**src/rtl/fbds_pkg.sv**
```systemverilog
// ----------------------------------------------------------------------------
// fbds_pkg
// shared types, constants and helpers of the changed-block span detector
// ----------------------------------------------------------------------------
`default_nettype none

package fbds_pkg;

   localparam int DEF_MAX_BLOCKS_H = 64;
   localparam int DEF_MAX_CELLS    = 1024;
   localparam int QUEUE_DEPTH      = 2;
   localparam int CSR_DATA_W       = 11;
   localparam int CSR_INDEX_W      = 3;

   localparam logic [CSR_INDEX_W-1:0] REG_WIDTH_CELLS  = 3'd0;
   localparam logic [CSR_INDEX_W-1:0] REG_HEIGHT_CELLS = 3'd1;
   localparam logic [CSR_INDEX_W-1:0] REG_BLOCK_WIDTH  = 3'd2;
   localparam logic [CSR_INDEX_W-1:0] REG_BLOCK_HEIGHT = 3'd3;
   localparam logic [CSR_INDEX_W-1:0] REG_CELL_BYTES   = 3'd4;

   localparam logic [10:0] RST_WIDTH_CELLS  = 11'd320;
   localparam logic [10:0] RST_HEIGHT_CELLS = 11'd240;
   localparam logic [6:0]  RST_BLOCK_WIDTH  = 7'd8;
   localparam logic [6:0]  RST_BLOCK_HEIGHT = 7'd8;
   localparam logic [2:0]  RST_CELL_BYTES   = 3'd2;

   typedef struct packed {
      logic [7:0] prev_byte;
      logic [7:0] curr_byte;
      logic       frame_start;
   } req_type;

   typedef struct packed {
      logic [5:0]  span_col;
      logic [9:0]  span_row;
      logic [6:0]  span_blocks;
      logic [10:0] span_width;
      logic [6:0]  span_height;
      logic [18:0] payload_bytes;
      logic        frame_done;
      logic        last;
   } rsp_type;

   // clamped configuration
   typedef struct packed {
      logic [10:0] w;
      logic [10:0] h;
      logic [6:0]  bw;
      logic [6:0]  bh;
      logic [2:0]  cb;
   } cfg_type;

   // block row handed from front to back
   typedef struct packed {
      logic [10:0] w;
      logic [6:0]  bw;
      logic [2:0]  cb;
      logic [6:0]  rows;
      logic [9:0]  brow;
      logic        done;
   } row_info_type;

   typedef enum logic [2:0] {
      BK_IDLE,
      BK_SCAN,
      BK_MUL1,
      BK_MUL2,
      BK_PUSH,
      BK_FLUSH,
      BK_MARK
   } back_state_type;

   // zero counts as one, above hi counts as hi
   function automatic logic [15:0] clamp_fn(input logic [15:0] v, input logic [15:0] hi);
      logic [15:0] r;
      if (v == 16'd0) r = 16'd1;
      else if (v > hi) r = hi;
      else r = v;
      return r;
   endfunction

endpackage

`default_nettype wire

```
**src/rtl/fbds_front.sv**
```systemverilog
// ----------------------------------------------------------------------------
// fbds_front
// raster position counters and per-column changed flags, one byte per cycle while the row queue is not full
// ----------------------------------------------------------------------------
`default_nettype none

module fbds_front import fbds_pkg::*; #(
   parameter int MAX_BLOCKS_H = DEF_MAX_BLOCKS_H,
   localparam int FW = (MAX_BLOCKS_H > 1) ? $clog2(MAX_BLOCKS_H) : 1
) (
   input  wire logic                    clock,
   input  wire logic                    reset,
   input  wire cfg_type                 cfg,
   input  wire logic                    req_valid,
   input  wire req_type                 req_data,
   output logic                         req_stall,
   input  wire logic                    queue_full,
   output logic                         push,
   output logic [MAX_BLOCKS_H-1:0]      push_flags,
   output row_info_type                 push_info
);

   logic [MAX_BLOCKS_H-1:0] flags_ff, flags_in;
   logic [1:0]  bic_ff, bic_in;
   logic [10:0] cc_ff, cc_in, cr_ff, cr_in;
   logic [5:0]  cib_ff, cib_in, rib_ff, rib_in;
   logic [FW-1:0] bc_ff, bc_in;
   logic [9:0]  br_ff, br_in;
   logic        over_ff, over_in;

   logic accept;
   logic [MAX_BLOCKS_H-1:0] e_flags, set_flags;
   logic [1:0]  e_bic;
   logic [10:0] e_cc, e_cr;
   logic [5:0]  e_cib, e_rib;
   logic [FW-1:0] e_bc;
   logic [9:0]  e_br;
   logic        e_over, row_end, frame_end;

   assign req_stall = queue_full;
   assign accept    = req_valid && !queue_full;

   always_comb begin
      // frame start clears position before the byte is used
      e_flags = req_data.frame_start ? '0 : flags_ff;
      e_bic   = req_data.frame_start ? '0 : bic_ff;
      e_cc    = req_data.frame_start ? '0 : cc_ff;
      e_cr    = req_data.frame_start ? '0 : cr_ff;
      e_cib   = req_data.frame_start ? '0 : cib_ff;
      e_rib   = req_data.frame_start ? '0 : rib_ff;
      e_bc    = req_data.frame_start ? '0 : bc_ff;
      e_br    = req_data.frame_start ? '0 : br_ff;
      e_over  = req_data.frame_start ? 1'b0 : over_ff;

      set_flags = e_flags;
      if (req_data.prev_byte != req_data.curr_byte) set_flags[e_bc] = 1'b1;

      flags_in = set_flags;
      bic_in = e_bic; cc_in = e_cc; cr_in = e_cr; cib_in = e_cib;
      rib_in = e_rib; bc_in = e_bc; br_in = e_br; over_in = e_over;
      row_end = 1'b0;
      frame_end = 1'b0;

      if (e_over) begin
         flags_in = e_flags;
      end else if ({1'b0, e_bic} + 3'd1 < cfg.cb) begin
         bic_in = e_bic + 2'd1;
      end else begin
         bic_in = '0;
         if ({1'b0, e_cib} + 7'd1 >= cfg.bw) begin
            cib_in = '0;
            if ({1'b0, e_bc} + (FW+1)'(1) < (FW+1)'(MAX_BLOCKS_H)) bc_in = e_bc + FW'(1);
         end else begin
            cib_in = e_cib + 6'd1;
         end
         if ({1'b0, e_cc} + 12'd1 < {1'b0, cfg.w}) begin
            cc_in = e_cc + 11'd1;
         end else begin
            cc_in = '0; cib_in = '0; bc_in = '0;
            frame_end = ({1'b0, e_cr} + 12'd1 >= {1'b0, cfg.h});
            row_end = ({1'b0, e_rib} + 7'd1 >= cfg.bh) || frame_end;
            if (row_end) begin
               flags_in = '0;
               rib_in = '0;
               br_in = e_br + 10'd1;
            end else begin
               rib_in = e_rib + 6'd1;
            end
            if (frame_end) begin
               cr_in = '0; rib_in = '0; br_in = '0; over_in = 1'b1;
            end else begin
               cr_in = e_cr + 11'd1;
            end
         end
      end

      push = accept && row_end && ((|set_flags) || frame_end);
      push_flags = set_flags;
      push_info.w    = cfg.w;
      push_info.bw   = cfg.bw;
      push_info.cb   = cfg.cb;
      push_info.rows = {1'b0, e_rib} + 7'd1;
      push_info.brow = e_br;
      push_info.done = frame_end;
   end

   always_ff @(posedge clock) begin
      if (reset) begin
         flags_ff <= '0; bic_ff <= '0; cc_ff <= '0; cr_ff <= '0; cib_ff <= '0;
         rib_ff <= '0; bc_ff <= '0; br_ff <= '0; over_ff <= 1'b0;
      end else if (accept) begin
         flags_ff <= flags_in; bic_ff <= bic_in; cc_ff <= cc_in; cr_ff <= cr_in;
         cib_ff <= cib_in; rib_ff <= rib_in; bc_ff <= bc_in; br_ff <= br_in;
         over_ff <= over_in;
      end
   end

endmodule

`default_nettype wire

```
**src/rtl/fbds_queue.sv**
```systemverilog
// ----------------------------------------------------------------------------
// fbds_queue
// short queue of finished block rows between front and back
// ----------------------------------------------------------------------------
`default_nettype none

module fbds_queue import fbds_pkg::*; #(
   parameter int MAX_BLOCKS_H = DEF_MAX_BLOCKS_H,
   parameter int DEPTH = QUEUE_DEPTH,
   localparam int AW = (DEPTH > 1) ? $clog2(DEPTH) : 1
) (
   input  wire logic                    clock,
   input  wire logic                    reset,
   input  wire logic                    push,
   input  wire logic [MAX_BLOCKS_H-1:0] push_flags,
   input  wire row_info_type            push_info,
   input  wire logic                    pop,
   output logic                         full,
   output logic                         empty,
   output logic [MAX_BLOCKS_H-1:0]      head_flags,
   output row_info_type                 head_info
);

   logic [MAX_BLOCKS_H-1:0] flags_ff [DEPTH];
   row_info_type            info_ff  [DEPTH];
   logic [AW-1:0] wr_ff, wr_in, rd_ff, rd_in;
   logic [AW:0]   cnt_ff, cnt_in;

   assign full  = (cnt_ff == (AW+1)'(DEPTH));
   assign empty = (cnt_ff == '0);
   assign head_flags = flags_ff[rd_ff];
   assign head_info  = info_ff[rd_ff];

   always_comb begin
      wr_in = wr_ff;
      rd_in = rd_ff;
      cnt_in = cnt_ff;
      if (push) begin
         wr_in = (wr_ff == AW'(DEPTH-1)) ? '0 : wr_ff + AW'(1);
      end
      if (pop) begin
         rd_in = (rd_ff == AW'(DEPTH-1)) ? '0 : rd_ff + AW'(1);
      end
      if (push && !pop) cnt_in = cnt_ff + (AW+1)'(1);
      else if (!push && pop) cnt_in = cnt_ff - (AW+1)'(1);
   end

   always_ff @(posedge clock) begin
      if (reset) begin
         wr_ff <= '0; rd_ff <= '0; cnt_ff <= '0;
      end else begin
         wr_ff <= wr_in; rd_ff <= rd_in; cnt_ff <= cnt_in;
      end
   end

   always_ff @(posedge clock) begin
      if (push) begin
         flags_ff[wr_ff] <= push_flags;
         info_ff[wr_ff]  <= push_info;
      end
   end

endmodule

`default_nettype wire

```
**src/rtl/fbds_back.sv**
```systemverilog
// ----------------------------------------------------------------------------
// fbds_back
// walks the flags of one block row and emits the spans and frame marker
// ----------------------------------------------------------------------------
`default_nettype none

module fbds_back import fbds_pkg::*; #(
   parameter int MAX_BLOCKS_H = DEF_MAX_BLOCKS_H,
   localparam int FW = (MAX_BLOCKS_H > 1) ? $clog2(MAX_BLOCKS_H) : 1,
   localparam int IW = $clog2(MAX_BLOCKS_H + 1),
   localparam int PWR = $clog2(MAX_BLOCKS_H * 64 + 1),
   localparam int PW = (PWR > 12) ? PWR : 12
) (
   input  wire logic                    clock,
   input  wire logic                    reset,
   input  wire logic                    empty,
   input  wire logic [MAX_BLOCKS_H-1:0] head_flags,
   input  wire row_info_type            head_info,
   output logic                         pop,
   output logic                         rsp_valid,
   output rsp_type                      rsp_data,
   input  wire logic                    rsp_stall
);

   back_state_type state_ff, state_in;
   logic [IW-1:0] i_ff, i_in, scol_ff, scol_in;
   logic [PW-1:0] pos_ff, pos_in, spos_ff, spos_in;
   logic          inrun_ff, inrun_in, send_ff, send_in;
   logic [10:0]   sw_ff, sw_in;
   logic [IW-1:0] n_ff, n_in;
   logic [17:0]   prod_ff, prod_in;
   rsp_type       new_ff, new_in, pend_ff, pend_in;
   logic          pend_v_ff, pend_v_in;
   logic          out_v_ff, out_v_in;
   rsp_type       out_ff, out_in;

   logic          out_free, scan_end, flag;
   logic [PW-1:0] w_ext;
   logic [20:0]   pay;

   assign out_free  = !out_v_ff || !rsp_stall;
   assign rsp_valid = out_v_ff;
   assign rsp_data  = out_ff;
   assign w_ext     = PW'(head_info.w);
   assign scan_end  = (i_ff == IW'(MAX_BLOCKS_H)) || (pos_ff >= w_ext);
   assign flag      = head_flags[i_ff[FW-1:0]];
   assign pay       = prod_ff * head_info.cb;

   always_comb begin
      state_in = state_ff;
      i_in = i_ff; pos_in = pos_ff; scol_in = scol_ff; spos_in = spos_ff;
      inrun_in = inrun_ff; send_in = send_ff;
      sw_in = sw_ff; n_in = n_ff; prod_in = prod_ff;
      new_in = new_ff; pend_in = pend_ff; pend_v_in = pend_v_ff;
      out_v_in = out_free ? 1'b0 : out_v_ff;
      out_in = out_ff;
      pop = 1'b0;

      unique case (state_ff)
         BK_IDLE: begin
            if (!empty) begin
               i_in = '0; pos_in = '0; inrun_in = 1'b0;
               state_in = BK_SCAN;
            end
         end
         BK_SCAN: begin
            if (scan_end) begin
               send_in = 1'b1;
               if (inrun_ff) begin
                  // run reaches the right edge
                  sw_in = 11'(w_ext - spos_ff);
                  n_in = i_ff - scol_ff;
                  inrun_in = 1'b0;
                  state_in = BK_MUL1;
               end else begin
                  state_in = BK_FLUSH;
               end
            end else begin
               send_in = 1'b0;
               i_in = i_ff + IW'(1);
               pos_in = pos_ff + PW'(head_info.bw);
               if (flag && !inrun_ff) begin
                  inrun_in = 1'b1;
                  scol_in = i_ff;
                  spos_in = pos_ff;
               end else if (!flag && inrun_ff) begin
                  sw_in = 11'(pos_ff - spos_ff);
                  n_in = i_ff - scol_ff;
                  inrun_in = 1'b0;
                  state_in = BK_MUL1;
               end
            end
         end
         BK_MUL1: begin
            prod_in = sw_ff * head_info.rows;
            state_in = BK_MUL2;
         end
         BK_MUL2: begin
            new_in.span_col      = 6'(scol_ff);
            new_in.span_row      = head_info.brow;
            new_in.span_blocks   = 7'(n_ff);
            new_in.span_width    = sw_ff;
            new_in.span_height   = head_info.rows;
            new_in.payload_bytes = pay[18:0];
            new_in.frame_done    = 1'b0;
            new_in.last          = 1'b0;
            state_in = BK_PUSH;
         end
         BK_PUSH: begin
            if (!pend_v_ff) begin
               pend_in = new_ff; pend_v_in = 1'b1;
               state_in = send_ff ? BK_FLUSH : BK_SCAN;
            end else if (out_free) begin
               out_in = pend_ff; out_v_in = 1'b1;
               pend_in = new_ff;
               state_in = send_ff ? BK_FLUSH : BK_SCAN;
            end
         end
         BK_FLUSH: begin
            if (pend_v_ff) begin
               if (out_free) begin
                  out_in = pend_ff;
                  out_in.last = !head_info.done;
                  out_v_in = 1'b1;
                  pend_v_in = 1'b0;
                  if (head_info.done) begin
                     state_in = BK_MARK;
                  end else begin
                     pop = 1'b1;
                     state_in = BK_IDLE;
                  end
               end
            end else if (head_info.done) begin
               state_in = BK_MARK;
            end else begin
               pop = 1'b1;
               state_in = BK_IDLE;
            end
         end
         BK_MARK: begin
            if (out_free) begin
               out_in = '0;
               out_in.frame_done = 1'b1;
               out_in.last = 1'b1;
               out_v_in = 1'b1;
               pop = 1'b1;
               state_in = BK_IDLE;
            end
         end
         default: state_in = BK_IDLE;
      endcase
   end

   always_ff @(posedge clock) begin
      if (reset) begin
         state_ff <= BK_IDLE;
         pend_v_ff <= 1'b0;
         out_v_ff <= 1'b0;
         inrun_ff <= 1'b0;
         send_ff <= 1'b0;
      end else begin
         state_ff <= state_in;
         pend_v_ff <= pend_v_in;
         out_v_ff <= out_v_in;
         inrun_ff <= inrun_in;
         send_ff <= send_in;
      end
   end

   always_ff @(posedge clock) begin
      i_ff <= i_in; pos_ff <= pos_in; scol_ff <= scol_in; spos_ff <= spos_in;
      sw_ff <= sw_in; n_ff <= n_in; prod_ff <= prod_in;
      new_ff <= new_in; pend_ff <= pend_in; out_ff <= out_in;
   end

endmodule

`default_nettype wire

```
**src/rtl/frame_block_diff_spans.sv**
```systemverilog
// ----------------------------------------------------------------------------
// frame_block_diff_spans
// changed-block span detector over a raster stream of frame byte pairs
// ----------------------------------------------------------------------------
// The block takes one previous/current byte pair per cycle, with no bubbles
// while the row queue has room. At the end of each block row with a changed
// block, and at frame end, changed flags and row geometry go into a two-entry
// queue; the back end walks the flags one block column per cycle, pausing at
// each span for the size and payload products and for output room, then
// hands spans and the frame-done marker out through a registered output. The
// input stalls only when both queue entries are taken, i.e. when span output
// falls more than a block row behind. Configuration writes take effect at once.
`default_nettype none

module frame_block_diff_spans import fbds_pkg::*; #(
   parameter int MAX_BLOCKS_H = DEF_MAX_BLOCKS_H,
   parameter int MAX_CELLS    = DEF_MAX_CELLS
) (
   input  wire logic                   clock,
   input  wire logic                   reset,
   // configuration
   input  wire logic                   csr_write,
   input  wire logic [CSR_INDEX_W-1:0] csr_index,
   input  wire logic [CSR_DATA_W-1:0]  csr_data,
   // input items
   input  wire logic                   req_valid,
   input  wire req_type                req_data,
   output logic                        req_stall,
   // result items
   output logic                        rsp_valid,
   output rsp_type                     rsp_data,
   input  wire logic                   rsp_stall
);

   // raw registers
   logic [10:0] width_ff, height_ff;
   logic [6:0]  bw_ff, bh_ff;
   logic [2:0]  cb_ff;
   cfg_type     cfg;

   // front to queue to back
   logic                    push, pop, full, empty;
   logic [MAX_BLOCKS_H-1:0] push_flags, head_flags;
   row_info_type            push_info, head_info;

   always_ff @(posedge clock) begin
      if (reset) begin
         width_ff  <= RST_WIDTH_CELLS;
         height_ff <= RST_HEIGHT_CELLS;
         bw_ff     <= RST_BLOCK_WIDTH;
         bh_ff     <= RST_BLOCK_HEIGHT;
         cb_ff     <= RST_CELL_BYTES;
      end else if (csr_write) begin
         unique case (csr_index)
            REG_WIDTH_CELLS:  width_ff  <= csr_data;
            REG_HEIGHT_CELLS: height_ff <= csr_data;
            REG_BLOCK_WIDTH:  bw_ff     <= csr_data[6:0];
            REG_BLOCK_HEIGHT: bh_ff     <= csr_data[6:0];
            REG_CELL_BYTES:   cb_ff     <= csr_data[2:0];
            default: ;
         endcase
      end
   end

   // out-of-range values are clamped
   always_comb begin
      cfg.w  = 11'(clamp_fn({5'd0, width_ff}, 16'(MAX_CELLS)));
      cfg.h  = 11'(clamp_fn({5'd0, height_ff}, 16'(MAX_CELLS)));
      cfg.bw = 7'(clamp_fn({9'd0, bw_ff}, 16'd64));
      cfg.bh = 7'(clamp_fn({9'd0, bh_ff}, 16'd64));
      cfg.cb = 3'(clamp_fn({13'd0, cb_ff}, 16'd4));
   end

   fbds_front #(.MAX_BLOCKS_H(MAX_BLOCKS_H)) u_front (
      .clock      (clock),
      .reset      (reset),
      .cfg        (cfg),
      .req_valid  (req_valid),
      .req_data   (req_data),
      .req_stall  (req_stall),
      .queue_full (full),
      .push       (push),
      .push_flags (push_flags),
      .push_info  (push_info)
   );

   fbds_queue #(.MAX_BLOCKS_H(MAX_BLOCKS_H), .DEPTH(QUEUE_DEPTH)) u_queue (
      .clock      (clock),
      .reset      (reset),
      .push       (push),
      .push_flags (push_flags),
      .push_info  (push_info),
      .pop        (pop),
      .full       (full),
      .empty      (empty),
      .head_flags (head_flags),
      .head_info  (head_info)
   );

   fbds_back #(.MAX_BLOCKS_H(MAX_BLOCKS_H)) u_back (
      .clock      (clock),
      .reset      (reset),
      .empty      (empty),
      .head_flags (head_flags),
      .head_info  (head_info),
      .pop        (pop),
      .rsp_valid  (rsp_valid),
      .rsp_data   (rsp_data),
      .rsp_stall  (rsp_stall)
   );

endmodule

`default_nettype wire

```
**config.mk**
```make
export PLATFORM = sky130hd
export DESIGN_NAME = frame_block_diff_spans
export DESIGN_NICKNAME = d
export VERILOG_FILES = /design/src/rtl/fbds_pkg.sv /design/src/rtl/fbds_front.sv /design/src/rtl/fbds_queue.sv /design/src/rtl/fbds_back.sv /design/src/rtl/frame_block_diff_spans.sv
export SDC_FILE = /design/constraint.sdc
export NUM_CORES = 1
export LEC_CHECK = 0
export ABC_AREA = 1
export BUFFER_PORTS_ARGS = -buffer_cell sky130_fd_sc_hd__buf_2
export CORE_MARGIN = 10
export CORE_UTILIZATION = 55
export CTS_CLUSTER_DIAMETER = 50
export DETAILED_ROUTE_END_ITERATION = 6
export HOLD_SLACK_MARGIN = 0.12
export PLACE_DENSITY = 0.73
export SYNTH_ARGS = -nofsm -noshare
export SYNTH_HDL_FRONTEND = slang
export SYNTH_SLANG_ARGS = --single-unit
```
**constraint.sdc**
```tcl
create_clock -name clock -period 28.8 [get_ports clock]
set_input_delay 4.32 -clock clock [delete_from_list [all_inputs] [get_ports clock]]
set_output_delay 4.32 -clock clock [all_outputs]
set_load 0.1 [all_outputs]
```
==> impl_metrics.yaml <==
outcome:
  outcome: "finished, violations left"
  violations: "design-rule violations"
timing:
  fin_tns_setup_ns: 0
  hold_viol_final: 0
  slew_headroom_pct: 22.1
  min_period_ns: 10.64
  period_share_pct: 37.0
  rsz0062_at_grt: "false"
  slew_violations: 0
  max_freq_ghz: 0.0940
  worstMarginPinSlew_ns: 1.17
  finalSetupViolations: 0
  skew_ns: 0.0224
power:
  ir_worst_vdd_mv: 0.0697
  powerDensity_nw_per_um2: 75.1
  p_leak_nw: 15.2
clock_tree:
  clk_pin_slew_ns: 0.06
  clkLatencyLatePin_ns: 0.62
  htreeDepth: 3
  hold_buffers: 0
  cts_tree: "yes"
  postCtsResizedCells: 0
  clock_path_buffers: 3
  cts_sinks: 630
  numCtsBuffers: 73
  cts_setup_buffers: 0
  cts_root_buf: "clkbuf_16"
critical_path:
  cp.arrival_ns: 10.87
  rrSetupSlack_ns: 22.33
  cp_slowest_cell: "buf_4"
  crit_path_end_kind: "register"
  r2r-end: "u_back.prod_ff[16]"
  crit_type: "input pin to register"
  crit_end: "u_queue.flags_ff[0][18]"
  required_ns: 29.02
  startpoint: "req_data[0]"
  worst_setup_path_start_kind: "input pin"
  path_depth: 23
  critPathMaxStageDelay_ns: 0.87
  critPathBufInv: 9
  path_delay_family: "simple AND/OR/NAND/NOR gates"
  ff2ff_path_depth: 23
  crit_path_frequent_cell: "inv_1"
  worstPathCellList: "buf_2 > buf_4 > inv_1 > buf_4 > nand2_1 > inv_1 > ha_1 > inv_1 > nor2_1 > nand2_1 > xor2_1 > inv_1 > ha_1 > a21oi_1 > o21a_1 > nand3_1 > inv_1 > nand3_2 > nand3_2 > nor2_1 > nand2_1 > nor2_4 > buf_4"
  cp_max_fo: 74
logic_synthesis:
  ys_seq_elements: 630
  synth_area_leaders: "edfxtp_1 (42%), dfxtp_1 (10%), nand2_1 (8.9%)"
  synth_cells: 3616
  async_reset_ff_share_pct: 0
  yosysMostFrequentCell: "nand2_1"
  avgSynthCellArea_um2: 9.09
  yosysUniqueCellTypes: 49
  yosysWarningCount: 0
  synth_top_cell_by_area: "edfxtp_1"
  syn-cell-area_um2: 32900
  syn_nets: 3850
  synth.top_cell.area_share_pct: 42.2
  ys.flop_type: "edfxtp_1"
  ys_seq_area_share_pct: 52.5
  synth_commonest_cells: "nand2_1 (780), edfxtp_1 (462), nor2_1 (454), inv_1 (442), o21ai_0 (254)"
  synth_edf_count: 462
finish:
  num-fill-cells: 4872
  drive_above_1_share_pct: 7.86
  n_antenna_cell: 0
  fin_nets: 3917
  area_growth_pct: 10.7
  post-route-util_pct: 61.5
placement:
  place_hpwl_um: 50200
  portBuffers: 99
  place_congestion: 0.885
die:
  coreArea_um2: 59100
  start_util_pct: 55.6
  dieArea_um2: 69900
  fp.dieH_um: 264
  die_width_um: 264
  num_rows: 89
  io_pins: 100
global_routing:
  grt.total_usage_pct: 21.2
  grt_overflow: 0
  antenna_found_initial: 0
  grt_pass1_wl_um: 121000
  grt_pass1_vias: 23300
  grt_max_degree: 89
run:
  drv_cap: 0
drt:
  ant_nets: 0
  viasPerCell: 5.46
  wire_per_inst_um: 16.5
  drt_wl_total_um: 74600
  dr.first_iter.drc_count: 2160
  dr.pass1.iters: 7
  drc: 2
  vias: 24600
min_path:
  hold_path_class: "register to register"
## area by class of cell
| type | count | area, um2 | area share, % |
|---|---|---|---|
| Clock buffer | 92 | 1960 | 5.38 |
| Clock inverter | 42 | 407 | 1.12 |
| Inverter | 456 | 1710 | 4.71 |
| Multi-Input combinational cell | 2392 | 13400 | 36.7 |
| Sequential cell | 630 | 17200 | 47.4 |
| Tap cell | 773 | 967 | 2.66 |
| Timing Repair Buffer | 130 | 731 | 2.01 |
## worst min path at each step
stage / from / endpoint / slack (ns) / cells past startpoint
after floorplan: u_back.n_ff[0] / u_back.new_ff[39] / 0.40 / 0
after global routing: u_back.new_ff[41] / u_back.pend_ff[41] / 0.42 / 0
after detailed placement: u_back.n_ff[0] / u_back.new_ff[39] / 0.40 / 0
after CTS: u_back.n_ff[5] / u_back.new_ff[44] / 0.41 / 0
after global placement: u_back.new_ff[26] / u_back.pend_ff[26] / 0.40 / 0
final: u_back.new_ff[42] / u_back.pend_ff[42] / 0.41 / 0
## sequential cells by signal (all words and copies together) (netlist names), 10 cells and up, named ones only
signal / cells
u_back.spos_ff: 11
u_front.br_ff: 10
u_front.cr_ff: 11
u_back.sw_ff: 11
u_back.pend_ff: 60
u_queue.flags_ff: 128
u_front.cc_ff: 11
u_back.rsp_data: 62
u_back.prod_ff: 18
u_back.new_ff: 60
width_ff: 11
height_ff: 11
u_queue.info_ff: 78
u_front.flags_ff: 64
u_back.pos_ff: 13
## where the power goes
group          total, mW  switching, mW  leakage (nW)  internal (mW)
logic              0.698          0.459          8.39          0.239
registers           1.13         0.0464          5.63           1.08
clock network      0.908          0.375          1.15          0.533
## cells by family after synthesis
logic type / after synthesis / synth area share (%)
flops: 630 / 52.5
fa+ha+maj: 198 / 9.00
simple gates: 1475 / 18.3
xor+xnor: 77 / 2.05
mux: 12 / 0.366
compound gates: 630 / 10.8
buf+inv: 594 / 7.06
## per-layer routing
metal,GRT usage (%),share of wire [%]
met1,28.4,44
met3,3.72,7.6
met5,0,0
met4,6.80,2.6
met2,34.5,46
## metrics by stage
step	std cells	setup WS, ns	power, mW	cell area (um2)	hold slack (ns)
2_1_floorplan	3616	16.41	1.66	32900	0.400
3_3_place_gp	4381	17.65	1.83	34000	0.400
3_5_place_dp	4381	17.58	1.84	34000	0.405
4_1_cts	4515	18.22	2.75	36400	0.408
5_1_grt	4515	17.48	2.90	36400	0.420
6_report	4515	18.16	2.73	36400	0.413
## cell usage in the layout, fill, tap and decap left out, drive strengths merged, types with 64 or more instances in the layout
cell type | netlist | routed
o21ai | 258 | 258
ha | 134 | 134
a21oi | 232 | 232
nand2 | 783 | 783
dfxtp | 168 | 168
nor2 | 466 | 466
buf | 41 | 130
clkbuf | 97 | 92
fa | 64 | 64
nand3 | 142 | 142
inv | 445 | 454
edfxtp | 462 | 462
(Power assumes the default switching activity.)
